--- config.mk ---
export PLATFORM = sky130hd
export DESIGN_NAME = scancode_set1_key_decoder_top
export DESIGN_NICKNAME = d
export VERILOG_FILES = /design/src/rtl/core/scd_pkg.sv /design/src/rtl/core/scd_in_stage.sv /design/src/rtl/core/scd_decode.sv /design/src/rtl/core/scd_out_reg.sv /design/src/rtl/core/scancode_set1_key_decoder_top.sv
export SDC_FILE = /design/constraint.sdc
export NUM_CORES = 1
export LEC_CHECK = 0
export ABC_AREA = 1
export BUFFER_PORTS_ARGS = -buffer_cell sky130_fd_sc_hd__buf_4
export CAP_MARGIN = 0
export CORE_MARGIN = 5
export CORE_UTILIZATION = 31
export CTS_CLUSTER_DIAMETER = 100
export DETAILED_ROUTE_END_ITERATION = 8
export PLACE_DENSITY = 0.52
export SLEW_MARGIN = 20
export SYNTH_ARGS = -nofsm -noshare
export SYNTH_HDL_FRONTEND = slang
export SYNTH_HIERARCHICAL = 1
export SYNTH_SLANG_ARGS = --single-unit
--- constraint.sdc ---
create_clock -name clk -period 2.3 [get_ports clk]
set_input_delay 0 -clock clk [delete_from_list [all_inputs] [get_ports clk]]
set_output_delay 0 -clock clk [all_outputs]
set_load 0.02 [all_outputs]
--- src/rtl/core/scd_pkg.sv ---
package scd_pkg;

    localparam logic [7:0] PREFIX_CODE   = 8'hE0;
    localparam logic [7:0] LSHIFT_MAKE   = 8'h2A;
    localparam logic [7:0] RSHIFT_MAKE   = 8'h36;
    localparam logic [7:0] LSHIFT_BREAK  = 8'hAA;
    localparam logic [7:0] RSHIFT_BREAK  = 8'hB6;
    localparam logic [7:0] NAV_HOME      = 8'h47;
    localparam logic [7:0] NAV_END       = 8'h4F;
    localparam logic [7:0] NAV_PGUP      = 8'h49;
    localparam logic [7:0] NAV_PGDN      = 8'h51;
    localparam logic [7:0] RELEASE_LIMIT = 8'd128;

    localparam logic [7:0] EV_HOME = 8'd0;
    localparam logic [7:0] EV_END  = 8'd1;
    localparam logic [7:0] EV_PGUP = 8'd2;
    localparam logic [7:0] EV_PGDN = 8'd3;

    // decoded result handed from the decoder to the output register
    typedef struct packed {
        logic       valid;
        logic       is_key_event;
        logic [7:0] code;
    } scd_result_t;

    // UK layout, unshifted
    function automatic logic [7:0] rom_plain(input logic [6:0] idx);
        logic [7:0] ch;
        case (idx)
            7'd1:    ch = 8'h1B;
            7'd2:    ch = 8'h31;
            7'd3:    ch = 8'h32;
            7'd4:    ch = 8'h33;
            7'd5:    ch = 8'h34;
            7'd6:    ch = 8'h35;
            7'd7:    ch = 8'h36;
            7'd8:    ch = 8'h37;
            7'd9:    ch = 8'h38;
            7'd10:   ch = 8'h39;
            7'd11:   ch = 8'h30;
            7'd12:   ch = 8'h2D;
            7'd13:   ch = 8'h3D;
            7'd14:   ch = 8'h08;
            7'd15:   ch = 8'h09;
            7'd16:   ch = 8'h71;
            7'd17:   ch = 8'h77;
            7'd18:   ch = 8'h65;
            7'd19:   ch = 8'h72;
            7'd20:   ch = 8'h74;
            7'd21:   ch = 8'h79;
            7'd22:   ch = 8'h75;
            7'd23:   ch = 8'h69;
            7'd24:   ch = 8'h6F;
            7'd25:   ch = 8'h70;
            7'd26:   ch = 8'h5B;
            7'd27:   ch = 8'h5D;
            7'd28:   ch = 8'h0A;
            7'd30:   ch = 8'h61;
            7'd31:   ch = 8'h73;
            7'd32:   ch = 8'h64;
            7'd33:   ch = 8'h66;
            7'd34:   ch = 8'h67;
            7'd35:   ch = 8'h68;
            7'd36:   ch = 8'h6A;
            7'd37:   ch = 8'h6B;
            7'd38:   ch = 8'h6C;
            7'd39:   ch = 8'h3B;
            7'd40:   ch = 8'h27;
            7'd41:   ch = 8'h60;
            7'd43:   ch = 8'h23;
            7'd44:   ch = 8'h7A;
            7'd45:   ch = 8'h78;
            7'd46:   ch = 8'h63;
            7'd47:   ch = 8'h76;
            7'd48:   ch = 8'h62;
            7'd49:   ch = 8'h6E;
            7'd50:   ch = 8'h6D;
            7'd51:   ch = 8'h2C;
            7'd52:   ch = 8'h2E;
            7'd53:   ch = 8'h2F;
            7'd55:   ch = 8'h2A;
            7'd57:   ch = 8'h20;
            default: ch = 8'h00;
        endcase
        return ch;
    endfunction

    // UK layout, shifted; pound and not signs as Latin-1
    function automatic logic [7:0] rom_shifted(input logic [6:0] idx);
        logic [7:0] ch;
        case (idx)
            7'd1:    ch = 8'h1B;
            7'd2:    ch = 8'h21;
            7'd3:    ch = 8'h22;
            7'd4:    ch = 8'hA3;
            7'd5:    ch = 8'h24;
            7'd6:    ch = 8'h25;
            7'd7:    ch = 8'h5E;
            7'd8:    ch = 8'h26;
            7'd9:    ch = 8'h2A;
            7'd10:   ch = 8'h28;
            7'd11:   ch = 8'h29;
            7'd12:   ch = 8'h5F;
            7'd13:   ch = 8'h2B;
            7'd14:   ch = 8'h08;
            7'd15:   ch = 8'h09;
            7'd16:   ch = 8'h51;
            7'd17:   ch = 8'h57;
            7'd18:   ch = 8'h45;
            7'd19:   ch = 8'h52;
            7'd20:   ch = 8'h54;
            7'd21:   ch = 8'h59;
            7'd22:   ch = 8'h55;
            7'd23:   ch = 8'h49;
            7'd24:   ch = 8'h4F;
            7'd25:   ch = 8'h50;
            7'd26:   ch = 8'h7B;
            7'd27:   ch = 8'h7D;
            7'd28:   ch = 8'h0A;
            7'd30:   ch = 8'h41;
            7'd31:   ch = 8'h53;
            7'd32:   ch = 8'h44;
            7'd33:   ch = 8'h46;
            7'd34:   ch = 8'h47;
            7'd35:   ch = 8'h48;
            7'd36:   ch = 8'h4A;
            7'd37:   ch = 8'h4B;
            7'd38:   ch = 8'h4C;
            7'd39:   ch = 8'h3A;
            7'd40:   ch = 8'h40;
            7'd41:   ch = 8'hAC;
            7'd43:   ch = 8'h7E;
            7'd44:   ch = 8'h5A;
            7'd45:   ch = 8'h58;
            7'd46:   ch = 8'h43;
            7'd47:   ch = 8'h56;
            7'd48:   ch = 8'h42;
            7'd49:   ch = 8'h4E;
            7'd50:   ch = 8'h4D;
            7'd51:   ch = 8'h3C;
            7'd52:   ch = 8'h3E;
            7'd53:   ch = 8'h3F;
            7'd57:   ch = 8'h20;
            default: ch = 8'h00;
        endcase
        return ch;
    endfunction

endpackage

--- src/rtl/core/scd_in_stage.sv ---
module scd_in_stage
(
    input  logic       clk,
    input  logic       rst_n,
    input  logic       in_valid,
    output logic       in_ready,
    input  logic [7:0] in_byte,
    input  logic       advance,
    output logic       held_valid,
    output logic [7:0] held_byte
);

    logic       valid_reg;
    logic       valid_next;
    logic [7:0] byte_reg;

    // take a new byte when empty or when the held one moves on this cycle
    assign in_ready   = !valid_reg || advance;
    assign valid_next = (in_valid && in_ready) ? 1'b1 : (advance ? 1'b0 : valid_reg);

    always_ff @(posedge clk or negedge rst_n)
    begin
        if (!rst_n)
        begin
            valid_reg <= 1'b0;
        end
        else
        begin
            valid_reg <= valid_next;
        end
    end

    always_ff @(posedge clk)
    begin
        if (in_valid && in_ready)
        begin
            byte_reg <= in_byte;
        end
    end

    assign held_valid = valid_reg;
    assign held_byte  = byte_reg;

endmodule

--- src/rtl/core/scd_decode.sv ---
module scd_decode
(
    input  logic                clk,
    input  logic                rst_n,
    input  logic                fire,
    input  logic [7:0]          scan_byte,
    output scd_pkg::scd_result_t result,
    output logic                shift_held,
    output logic                prefix_seen
);

    logic shift_held_reg;
    logic shift_held_next;
    logic prefix_seen_reg;
    logic prefix_seen_next;

    always_comb
    begin
        shift_held_next     = shift_held_reg;
        prefix_seen_next    = prefix_seen_reg;
        result.valid        = 1'b0;
        result.is_key_event = 1'b0;
        result.code         = 8'h00;

        if (scan_byte == scd_pkg::PREFIX_CODE)
        begin
            prefix_seen_next = 1'b1;
        end
        else if (prefix_seen_reg)
        begin
            // extended code: nav keys only, shift flag left alone
            prefix_seen_next    = 1'b0;
            result.is_key_event = 1'b1;
            result.valid        = 1'b1;
            case (scan_byte)
                scd_pkg::NAV_HOME: result.code = scd_pkg::EV_HOME;
                scd_pkg::NAV_END:  result.code = scd_pkg::EV_END;
                scd_pkg::NAV_PGUP: result.code = scd_pkg::EV_PGUP;
                scd_pkg::NAV_PGDN: result.code = scd_pkg::EV_PGDN;
                default:           result.valid = 1'b0;
            endcase
        end
        else if (scan_byte == scd_pkg::LSHIFT_BREAK || scan_byte == scd_pkg::RSHIFT_BREAK)
        begin
            shift_held_next = 1'b0;
        end
        else if (scan_byte == scd_pkg::LSHIFT_MAKE || scan_byte == scd_pkg::RSHIFT_MAKE)
        begin
            shift_held_next = 1'b1;
        end
        else if (scan_byte < scd_pkg::RELEASE_LIMIT)
        begin
            result.code  = shift_held_reg ? scd_pkg::rom_shifted(scan_byte[6:0])
                                          : scd_pkg::rom_plain(scan_byte[6:0]);
            result.valid = (result.code != 8'h00);
        end

        if (!fire)
        begin
            result.valid = 1'b0;
        end
    end

    always_ff @(posedge clk or negedge rst_n)
    begin
        if (!rst_n)
        begin
            shift_held_reg  <= 1'b0;
            prefix_seen_reg <= 1'b0;
        end
        else if (fire)
        begin
            shift_held_reg  <= shift_held_next;
            prefix_seen_reg <= prefix_seen_next;
        end
    end

    assign shift_held  = shift_held_reg;
    assign prefix_seen = prefix_seen_reg;

endmodule

--- src/rtl/core/scd_out_reg.sv ---
module scd_out_reg
(
    input  logic                clk,
    input  logic                rst_n,
    input  logic                load,
    input  scd_pkg::scd_result_t result,
    output logic                out_valid,
    input  logic                out_ready,
    output logic [7:0]          out_code,
    output logic                out_key_event
);

    logic       valid_reg;
    logic       valid_next;
    logic [7:0] code_reg;
    logic       key_event_reg;

    assign valid_next = load ? result.valid : (out_ready ? 1'b0 : valid_reg);

    always_ff @(posedge clk or negedge rst_n)
    begin
        if (!rst_n)
        begin
            valid_reg <= 1'b0;
        end
        else
        begin
            valid_reg <= valid_next;
        end
    end

    always_ff @(posedge clk)
    begin
        if (load)
        begin
            code_reg      <= result.code;
            key_event_reg <= result.is_key_event;
        end
    end

    assign out_valid     = valid_reg;
    assign out_code      = code_reg;
    assign out_key_event = key_event_reg;

endmodule

--- src/rtl/core/scancode_set1_key_decoder_top.sv ---
// channel  | group   | tdata                 | tuser
// ---------+---------+-----------------------+-------------------
// input    | s_axis  | [7:0] scan_byte       | -
// output   | m_axis  | [7:0] code            | [0] is_key_event
//
// Two register stages: input register, then decode into the result register.
// The result is registered after the input register; one byte per cycle sustained while m_axis_tready is high.
// Bytes that produce no result (prefix, shift, release, empty ROM slot, non-nav
// extended code) leave the result register empty. rst_n clears both flags and both valid bits.
// A stalled output holds one result and one input byte; s_axis_tready drops only then.
module scancode_set1_key_decoder_top
(
    input  logic       clk,
    input  logic       rst_n,
    input  logic       s_axis_tvalid,
    output logic       s_axis_tready,
    input  logic [7:0] s_axis_tdata,   // [7:0] scan_byte
    output logic       m_axis_tvalid,
    input  logic       m_axis_tready,
    output logic [7:0] m_axis_tdata,   // [7:0] code
    output logic       m_axis_tuser    // [0] is_key_event
);

    logic                 held_valid;
    logic [7:0]           held_byte;
    logic                 advance;
    logic                 shift_held;
    logic                 prefix_seen;
    scd_pkg::scd_result_t result;

    assign advance = held_valid && (!m_axis_tvalid || m_axis_tready);

    scd_in_stage u_in_stage
    (
        .clk        (clk),
        .rst_n      (rst_n),
        .in_valid   (s_axis_tvalid),
        .in_ready   (s_axis_tready),
        .in_byte    (s_axis_tdata),
        .advance    (advance),
        .held_valid (held_valid),
        .held_byte  (held_byte)
    );

    scd_decode u_decode
    (
        .clk         (clk),
        .rst_n       (rst_n),
        .fire        (advance),
        .scan_byte   (held_byte),
        .result      (result),
        .shift_held  (shift_held),
        .prefix_seen (prefix_seen)
    );

    scd_out_reg u_out_reg
    (
        .clk           (clk),
        .rst_n         (rst_n),
        .load          (advance),
        .result        (result),
        .out_valid     (m_axis_tvalid),
        .out_ready     (m_axis_tready),
        .out_code      (m_axis_tdata),
        .out_key_event (m_axis_tuser)
    );

    // nav events only carry codes 0..3
    a_event_range: assert property (@(posedge clk) disable iff (!rst_n)
        m_axis_tvalid && m_axis_tuser |-> m_axis_tdata[7:2] == 6'd0)
        else $error("key event code out of range");

    // characters come only from nonzero ROM slots
    a_char_nonzero: assert property (@(posedge clk) disable iff (!rst_n)
        m_axis_tvalid && !m_axis_tuser |-> m_axis_tdata != 8'h00)
        else $error("empty character emitted");

    // a held byte is not lost while the output stalls
    a_hold_byte: assert property (@(posedge clk) disable iff (!rst_n)
        held_valid && !advance |=> held_valid && $stable(held_byte))
        else $error("held input byte overwritten");

    // prefix byte arms the extended flag
    a_prefix_arm: assert property (@(posedge clk) disable iff (!rst_n)
        advance && held_byte == scd_pkg::PREFIX_CODE |=> prefix_seen)
        else $error("prefix not armed");

    // shift is never changed by a byte that follows the prefix
    a_shift_ext: assert property (@(posedge clk) disable iff (!rst_n)
        advance && prefix_seen && held_byte != scd_pkg::PREFIX_CODE
        |=> shift_held == $past(shift_held))
        else $error("shift changed by extended code");

endmodule
Word level (Yosys, flattened, before mapping)
Memories as Yosys holds them, arrays and structs flattened. A register that Yosys moved wholly into a read port is not among the register bits.
Index checks and enable logic that the tools add are counted.
{ "word_totals": {"wordCells": 69, "mem_count": 2, "romBits": 960, "reg_bits": 21} }
{ "memory_table": {"columns": ["memory", "words", "word_bits", "rd", "rd_clocked_by_memory_dff", "write_ports", "line_no", "text"], "rows": [
  ["(name not given)", 64, 8, 1, 1, 0, "scd_pkg.sv:91", "case (idx)"],
  ["(name not given)", 64, 7, 1, 1, 0, "scd_pkg.sv:29", "case (idx)"]
]} }
{ "op_classes": {"n_mux": 34, "n_lt_le_gt_ge": 1, "bitwise_logic": 2, "n_reduce_logical": 14, "eq_ne": 9} }
{ "ops": {"columns": ["op", "n"], "rows": [
  ["$mux W8", 17],
  ["$eq A8 B7 Y1 const B", 4],
  ["$eq A8 B8 Y1 const B", 3],
  ["$eq A8 B6 Y1 const B", 2],
  ["$mux W1", 13],
  ["$mux W6", 2],
  ["$mux W10", 1],
  ["$lt A8 B8 Y1 const B", 1],
  ["$reduce_bool A8 Y1", 1],
  ["$pmux W2 S3", 1],
  ["$reduce_bool A2 Y1", 3],
  ["$logic_or A1 B1 Y1", 4],
  ["$reduce_and A4 Y1", 1],
  ["$reduce_or A4 Y1", 1],
  ["$logic_and A1 B1 Y1", 2],
  ["$logic_not A1 Y1", 2],
  ["$not A1 Y1", 2]
]} }

Depth between registers and ports, before layout
Gate-level depths: netlist of run 1.
{ "logic_depth": {"word_depth": 14, "depth_mapped": 16, "ltp_nobuf": 16} }

Modules after synthesis
Netlist of run 1, hierarchy kept.
{ "by_module_without_submodules": {"columns": ["module", "cells_per_inst", "instances", "area_each_um2", "seq_area_each_um2"], "rows": [
  ["scd_decode", 300, 1, 1534.0, 50.0],
  ["scd_out_reg", 14, 1, 310.3, 295.3],
  ["scd_in_stage", 14, 1, 285.3, 265.3],
  ["scancode_set1_key_decoder_top", 3, 1, 16.3, 0.0]
]} }

Least setup slack after synthesis of run 1
No wires, ideal clock.
{ "synth_timing": {"kind": "register to register", "startpoint": "register u_in_stage.byte_reg[1] (netlist: u_in_stage/held_byte[1])", "endpoint": "register u_out_reg.valid_reg (netlist: u_out_reg/out_valid)", "slack_ns": 0.263, "path_buffers": 0, "path_stages_with_launch": 17, "synth_period_minus_slack_ns": 2.037, "arrival_ns": 1.919, "cell_sequence": "edfxtp_1 > inv_1 > ha_1 > inv_1 > nand2_1 > nand2_1 > nand2_1 > nand2_1 > nand3_1 > nand2_1 > inv_1 > nand2_1 > nand3_1 > o21ai_1 > a21oi_2 > nand2_1 > nand2_1"} }
{ "synth_rtl": {"columns": ["element", "line_no", "text"], "rows": [
  ["from (decl)", "scd_in_stage.sv:15", "logic [7:0] byte_reg;"],
  ["from (signal assigned)", "scd_in_stage.sv:37", "byte_reg <= in_byte;"],
  ["to (signal assigned)", "scd_out_reg.sv:28", "valid_reg <= valid_next;"],
  ["to (decl)", "scd_out_reg.sv:13", "logic valid_reg;"]
]} }

==> results of run 1 <==
==> layout by cell type, fill, tap and decap left out, drive strengths merged <==
cell type    netlist  routed
clkinv             3       3
o21ai             18      18
buf               12      39
dlygate4sd3        0      11
nand2            125     125
a41oi              1       1
nor3               1       1
o211ai             4       4
clkbuf             0       4
nor2              41      41
edfxtp            17      17
nand3             45      45
ha                12      12
a21oi             16      16
dfrtp              4       4
inv               30      30
nand4              2       2
==> kinds of logic after synthesis <==
logic type,count (synthesis),share of synthesized area (%)
DFF,21,28.5
adders and majority gates,12,7.00
buffers and inverters,45,10.6
AOI/OAI and AO/OA,39,10.4
and+or+nand+nor,214,43.6
==> power by group <==
part / internal, W / switching (W)
clock: 0.000123 / 0.000116
combinational: 0.000258 / 0.000465
sequential: 0.000479 / 0.0000352
total: 0.000861 / 0.000616
==> layer usage <==
metal  GRT usage [%]  vias up  wire length (um)
li1                -     1162                 -
met1            22.3     1032              2960
met2            24.7       92              3000
met3            2.41       16               500
met4            6.47        0               201
met5               0        -                 0
==> path summary, 6_finish.rpt <==
| kind | end | cells past startpoint |
|---|---|---|
| max reg2reg | u_out_reg/out_valid | 15 |
| max | u_out_reg/out_valid | 15 |
| min reg2reg | u_in_stage/held_valid | 2 |
| max in group asynchronous | u_decode/shift_held | 2 |
| min in group clk | u_in_stage/held_byte[6] | 2 |
| min | u_out_reg/out_valid | 2 |
==> worst reg2reg max path, delay by kind of cell, from the launching register on <==
| family | cells | cell delay, ns |
|---|---|---|
| DFF | 1 | 0.40 |
| AOI/OAI and AO/OA | 1 | 0.12 |
| buffers and inverters | 2 | 0.27 |
| and+or+nand+nor | 11 | 1.02 |
| adders and majority gates | 1 | 0.26 |
==> area by class of cell <==
class | count | share of cell area (%)
Sequential cell | 21 | 23.4
Timing Repair Buffer | 50 | 15.9
Multi-Input combinational cell | 265 | 50.4
Tap cell | 80 | 3.83
Clock buffer | 4 | 1.72
Inverter | 33 | 4.83
==> timing repair <==
item,in CTS,in global routing
resized for setup,0,4
hold buffers,11,0
buffers inserted,0,0
endpoints found under the setup margin,0,1
endpoints found under the hold margin,14,0
==> stage by stage <==
stage	hold WS [ns]	power, W	cells
4_1_cts	0.0622	0.00147	453
3_3_place_gp	-0.199	0.00124	438
5_1_grt	0.0656	0.00159	453
2_1_floorplan	-0.296	0.000989	331
6_report	0.0751	0.00148	453
3_5_place_dp	-0.198	0.00122	438
==> flow_summary.ini, run 1 <==
[grt]
grt_max_degree = 23
grtUsageTotal_pct = 16.0
antenna_found_initial = 0
grt-ovfl-total = 0
grt_pass1_vias = 2193
grt_pass1_wl_mm = 11.1

[floorplan]
start_util_pct = 31.8
row_count = 30
io_pins = 23
fp.dieH_um = 93.2
dieArea_um2 = 8690
die_w_um = 93.2
fp.coreArea_um2 = 6760

[clock_network]
cts_tree = yes
h-tree-depth = 1
cts.sinks = 21
cts_buffer_depth = 2
root_buffer = clkbuf_8
cts_buffers = 3
clkLatencyLatePin_ns = 0.26
path_clk_slew_ns = 0.08

[drt]
vias = 2302
drtIter0Drc = 244
drc = 0
via_per_inst = 5.08
drtPass1Iterations = 4
drt_wl_total_mm = 6.67
ant_nets = 0
wire_per_inst_um = 14.7

[place]
pre_cts_ws_ns = 0.0788
portBuffers = 22
gp_congestion = 1.02
dpl.hpwl_mm = 5.25
dpl_cell_area_um2 = 2450

[worst_setup_path]
setup.worst_path.class = flip-flop to flip-flop
path_max_fanout = 10
critPathMostFrequentCell = nand2_1
critPathArrivalTime_ns = 2.33
r2r_start = u_in_stage/held_byte[1]
required_ns = 2.51
r2r_slack_ns = 0.17
path_cells = buf_4 > ha_1 > nand2_2 > inv_1 > nand3_2 > nand2_1 > nand2_1 > nand2_2 > nor2_4 > nand3_2 > nor2_4 > nor2_1 > a21oi_2 > nand2_1 > nand2_1
worstSetupStartpointType = flip-flop
end_kind = flip-flop
critical_path.slowest_cell = edfxtp_1
slowest_delay_ns = 0.40
crit_family = simple AND/OR/NAND/NOR gates
critical_path_buf_inv_count = 2
crit_start = u_in_stage/held_byte[1]

[yosys]
synth-seq-cells = 21
syn_area_um2 = 2150
synthFlopType = edfxtp_1
synth-edff-count = 17
synthCells = 331
synth_common_cells = nand2_1, nand3_1, nor2_1
synth_area_leaders = edfxtp_1, nand2_1, nand3_1
async_flop_share_pct = 19.0
synth.distinct_cells = 27
netlist.area_leader.share_pct = 23.8
avgSynthCellArea_um2 = 6.48
synth_top_cell_by_area = edfxtp_1
synth_nets = 355
yosys_warnings = 6
yosysSeqAreaShare_pct = 28.5
yosysMostFrequentCell = nand2_1

[timing]
timing.final.crit_period_ns = 2.13
rsz0062_at_grt = false
min_period_over_period_pct = 92.5
fin_setup_tns_ns = 0
maxSlewHeadroom_pct = 74.0
worstMarginPinSlew_ns = 0.390
fin_skew_ns = 0.00650
setup_violations = 0
fmax_mhz = 470
hold_violations = 0
drv_slew = 0
worst_slack_ns = 0.172

[pwr]
powerDensity_nw_per_um2 = 565
power_leakage_nw = 1.27
peakVddDrop_mv = 0.314

[cells_and_area]
layout-drive-gt1-share_pct = 19.3
area.sequential_um2 = 611
fill_cells = 725
fin_util_pct = 38.7
final_area_um2 = 2610
multi_input_area_um2 = 1320
final_nets = 398
num_antenna_cells = 0
area_growth_pct = 21.8

[hold_path]
hp-class = primary input to asynchronous set/reset pin

[status]
status = finished clean

[run]
cap_violations = 0
(Power assumes the default switching activity.)
==> run 2, diff against run 1 <==
--- a/config.mk
+++ b/config.mk
@@ -6,13 +6,14 @@
 export NUM_CORES = 1
 export LEC_CHECK = 0
 export ABC_AREA = 1
-export BUFFER_PORTS_ARGS = -buffer_cell sky130_fd_sc_hd__buf_4
+export ABC_CLOCK_PERIOD_IN_PS = 2300
 export CAP_MARGIN = 0
 export CORE_MARGIN = 5
 export CORE_UTILIZATION = 31
 export CTS_CLUSTER_DIAMETER = 100
 export DETAILED_ROUTE_END_ITERATION = 8
-export PLACE_DENSITY = 0.52
+export DONT_BUFFER_PORTS = 1
+export PLACE_DENSITY = 0.49
 export SLEW_MARGIN = 20
 export SYNTH_ARGS = -nofsm -noshare
 export SYNTH_HDL_FRONTEND = slang
==> run 2 against run 1 <==
Core utilization decreased by 2.4 points. Hold slack got worse by 0.048 ns. Register-to-register slack improved by 0.05 ns. Largest power group unchanged. Sequential share of layout area increased by 1.5 points. Die area unchanged. Critical path depth decreased by 1. Combinational power decreased by 15%. Global-route usage decreased by 0.068 points. Total power decreased by 3.8%.
==> flow_summary.ini, run 2 (synthesis gave the netlist of run 1 again) <==
[status]
status = finished clean

[worst_setup_path]
path_cells = inv_2 > nand2_1 > nand2_2 > nand2_1 > nand2_1 > nand3_1 > nand2_1 > inv_1 > nand2_1 > nand3_1 > o21ai_1 > a21oi_2 > nand2_1 > nand2_1
critical_path_buf_inv_count = 2
end_kind = flip-flop
crit_family = simple AND/OR/NAND/NOR gates
worstRegToRegCells = 14
slowest_delay_ns = 0.50
crit_end = u_out_reg/out_valid
critPathArrivalTime_ns = 2.23
required_ns = 2.45
r2r_start = u_in_stage/held_byte[2]
setup.worst_path.class = flip-flop to flip-flop
r2r_slack_ns = 0.22
critical_path.slowest_cell = edfxtp_1
crit_start = u_in_stage/held_byte[2]
worstSetupStartpointType = flip-flop
worst-path-stages = 14
r2r-end = u_out_reg/out_valid
critPathMostFrequentCell = nand2_1
path_max_fanout = 20

[grt]
antenna_found_initial = 0
grt_pass1_vias = 2240
grtUsageTotal_pct = 15.9
grt_max_degree = 22
grt-ovfl-total = 0
grt_pass1_wl_mm = 11.1

[place]
gp_congestion = 0.984
portBuffers = 0
dpl.hpwl_mm = 5.30

[floorplan]
fp.coreArea_um2 = 6760
row_count = 30
die_w_um = 93.2
io_pins = 23
start_util_pct = 31.8
dieArea_um2 = 8690
fp.dieH_um = 93.2

[pwr]
power_leakage_nw = 1.16
powerDensity_nw_per_um2 = 579
power_w = 0.00142
peakVddDrop_mv = 0.271

[cells_and_area]
layout-drive-gt1-share_pct = 14.8
layout_common_cells = nand2_1, nand3_1, nor2_1
fill_cells = 739
area_growth_pct = 14.3
num_antenna_cells = 0
layout_commonest_cell = nand2_1
final_nets = 376

[timing]
maxSlewHeadroom_pct = 71.9
min_period_over_period_pct = 90.3
setup_violations = 0
rsz0062_at_grt = false
fin_skew_ns = 0.00173
hold_violations = 0
timing.final.crit_period_ns = 2.08
worstMarginPinSlew_ns = 0.421
drv_slew = 0
fin_setup_tns_ns = 0
fmax_mhz = 482

[clock_network]
root_buffer = clkbuf_8
cts_setup_buffers = 0
cts.sinks = 21
path_clk_slew_ns = 0.07
cts_buffers = 3
clkLatencyLatePin_ns = 0.25
h-tree-depth = 1
cts_buffer_depth = 2
cts_tree = yes

[drt]
drt_wl_total_mm = 6.64
drtIter0Drc = 293
drtPass1Iterations = 5
vias = 2270
via_per_inst = 5.27
ant_nets = 0
wire_per_inst_um = 15.4
drc = 0

[hold_path]
hp-class = primary input to asynchronous set/reset pin

[run]
cap_violations = 0
[run 2: how the worst min path moves through the flow]
stage / from / to / slack [ns] / depth (start not counted)
after floorplan: rst_n / u_decode/prefix_seen / -0.30 / 0
after global placement: rst_n / u_out_reg/out_valid / -0.30 / 0
after detailed placement: rst_n / u_out_reg/out_valid / -0.30 / 0
after CTS: rst_n / u_in_stage/held_valid / 0.02 / 1
after global routing: rst_n / u_in_stage/held_valid / 0.03 / 1
final: rst_n / u_in_stage/held_valid / 0.03 / 1
[run 2: layout make-up]
cell class | instances | area, um^2 | area share (%)
multi-input cells | 265 | 1320 | 53.9
inverters | 33 | 126 | 5.15
flip-flops and latches | 21 | 611 | 24.9
well taps | 80 | 100 | 4.08
clock buffers | 4 | 45.0 | 1.84
repair buffers | 28 | 250 | 10.2
[run 2: timing repair]
item                       4_1_cts  5_1_grt
gates resized for setup          0        6
hold endpoints to repair        14        0
setup endpoints to repair        0        1
hold buffers                    11        0
[run 2: routing by layer]
layer / GRT usage (%) / share of wire, %
met5: 0 / 0
met2: 24.1 / 42
met4: 7.81 / 6.6
met1: 21.6 / 44
met3: 3.14 / 7.6
[run 2: metrics by stage]
stage	instances	area, um^2	hold WS [ns]	setup slack, ns	util, %
after floorplan	331	2150	-0.296	0.263	-
after global placement	416	2290	-0.295	0.144	33.8
after detailed placement	416	2290	-0.295	0.148	33.8
after CTS	431	2440	0.0214	0.136	36.1
after global routing	431	2450	0.0284	0.0175	36.3
final	431	2450	0.0269	0.224	36.3
[run 2: power breakdown]
part           total, W  leakage, nW  switching [W]  internal [W]
logic          0.000614        0.919       0.000407      0.000207
clock network  0.000234       0.0228       0.000111      0.000123
registers      0.000572        0.218      0.0000901      0.000482
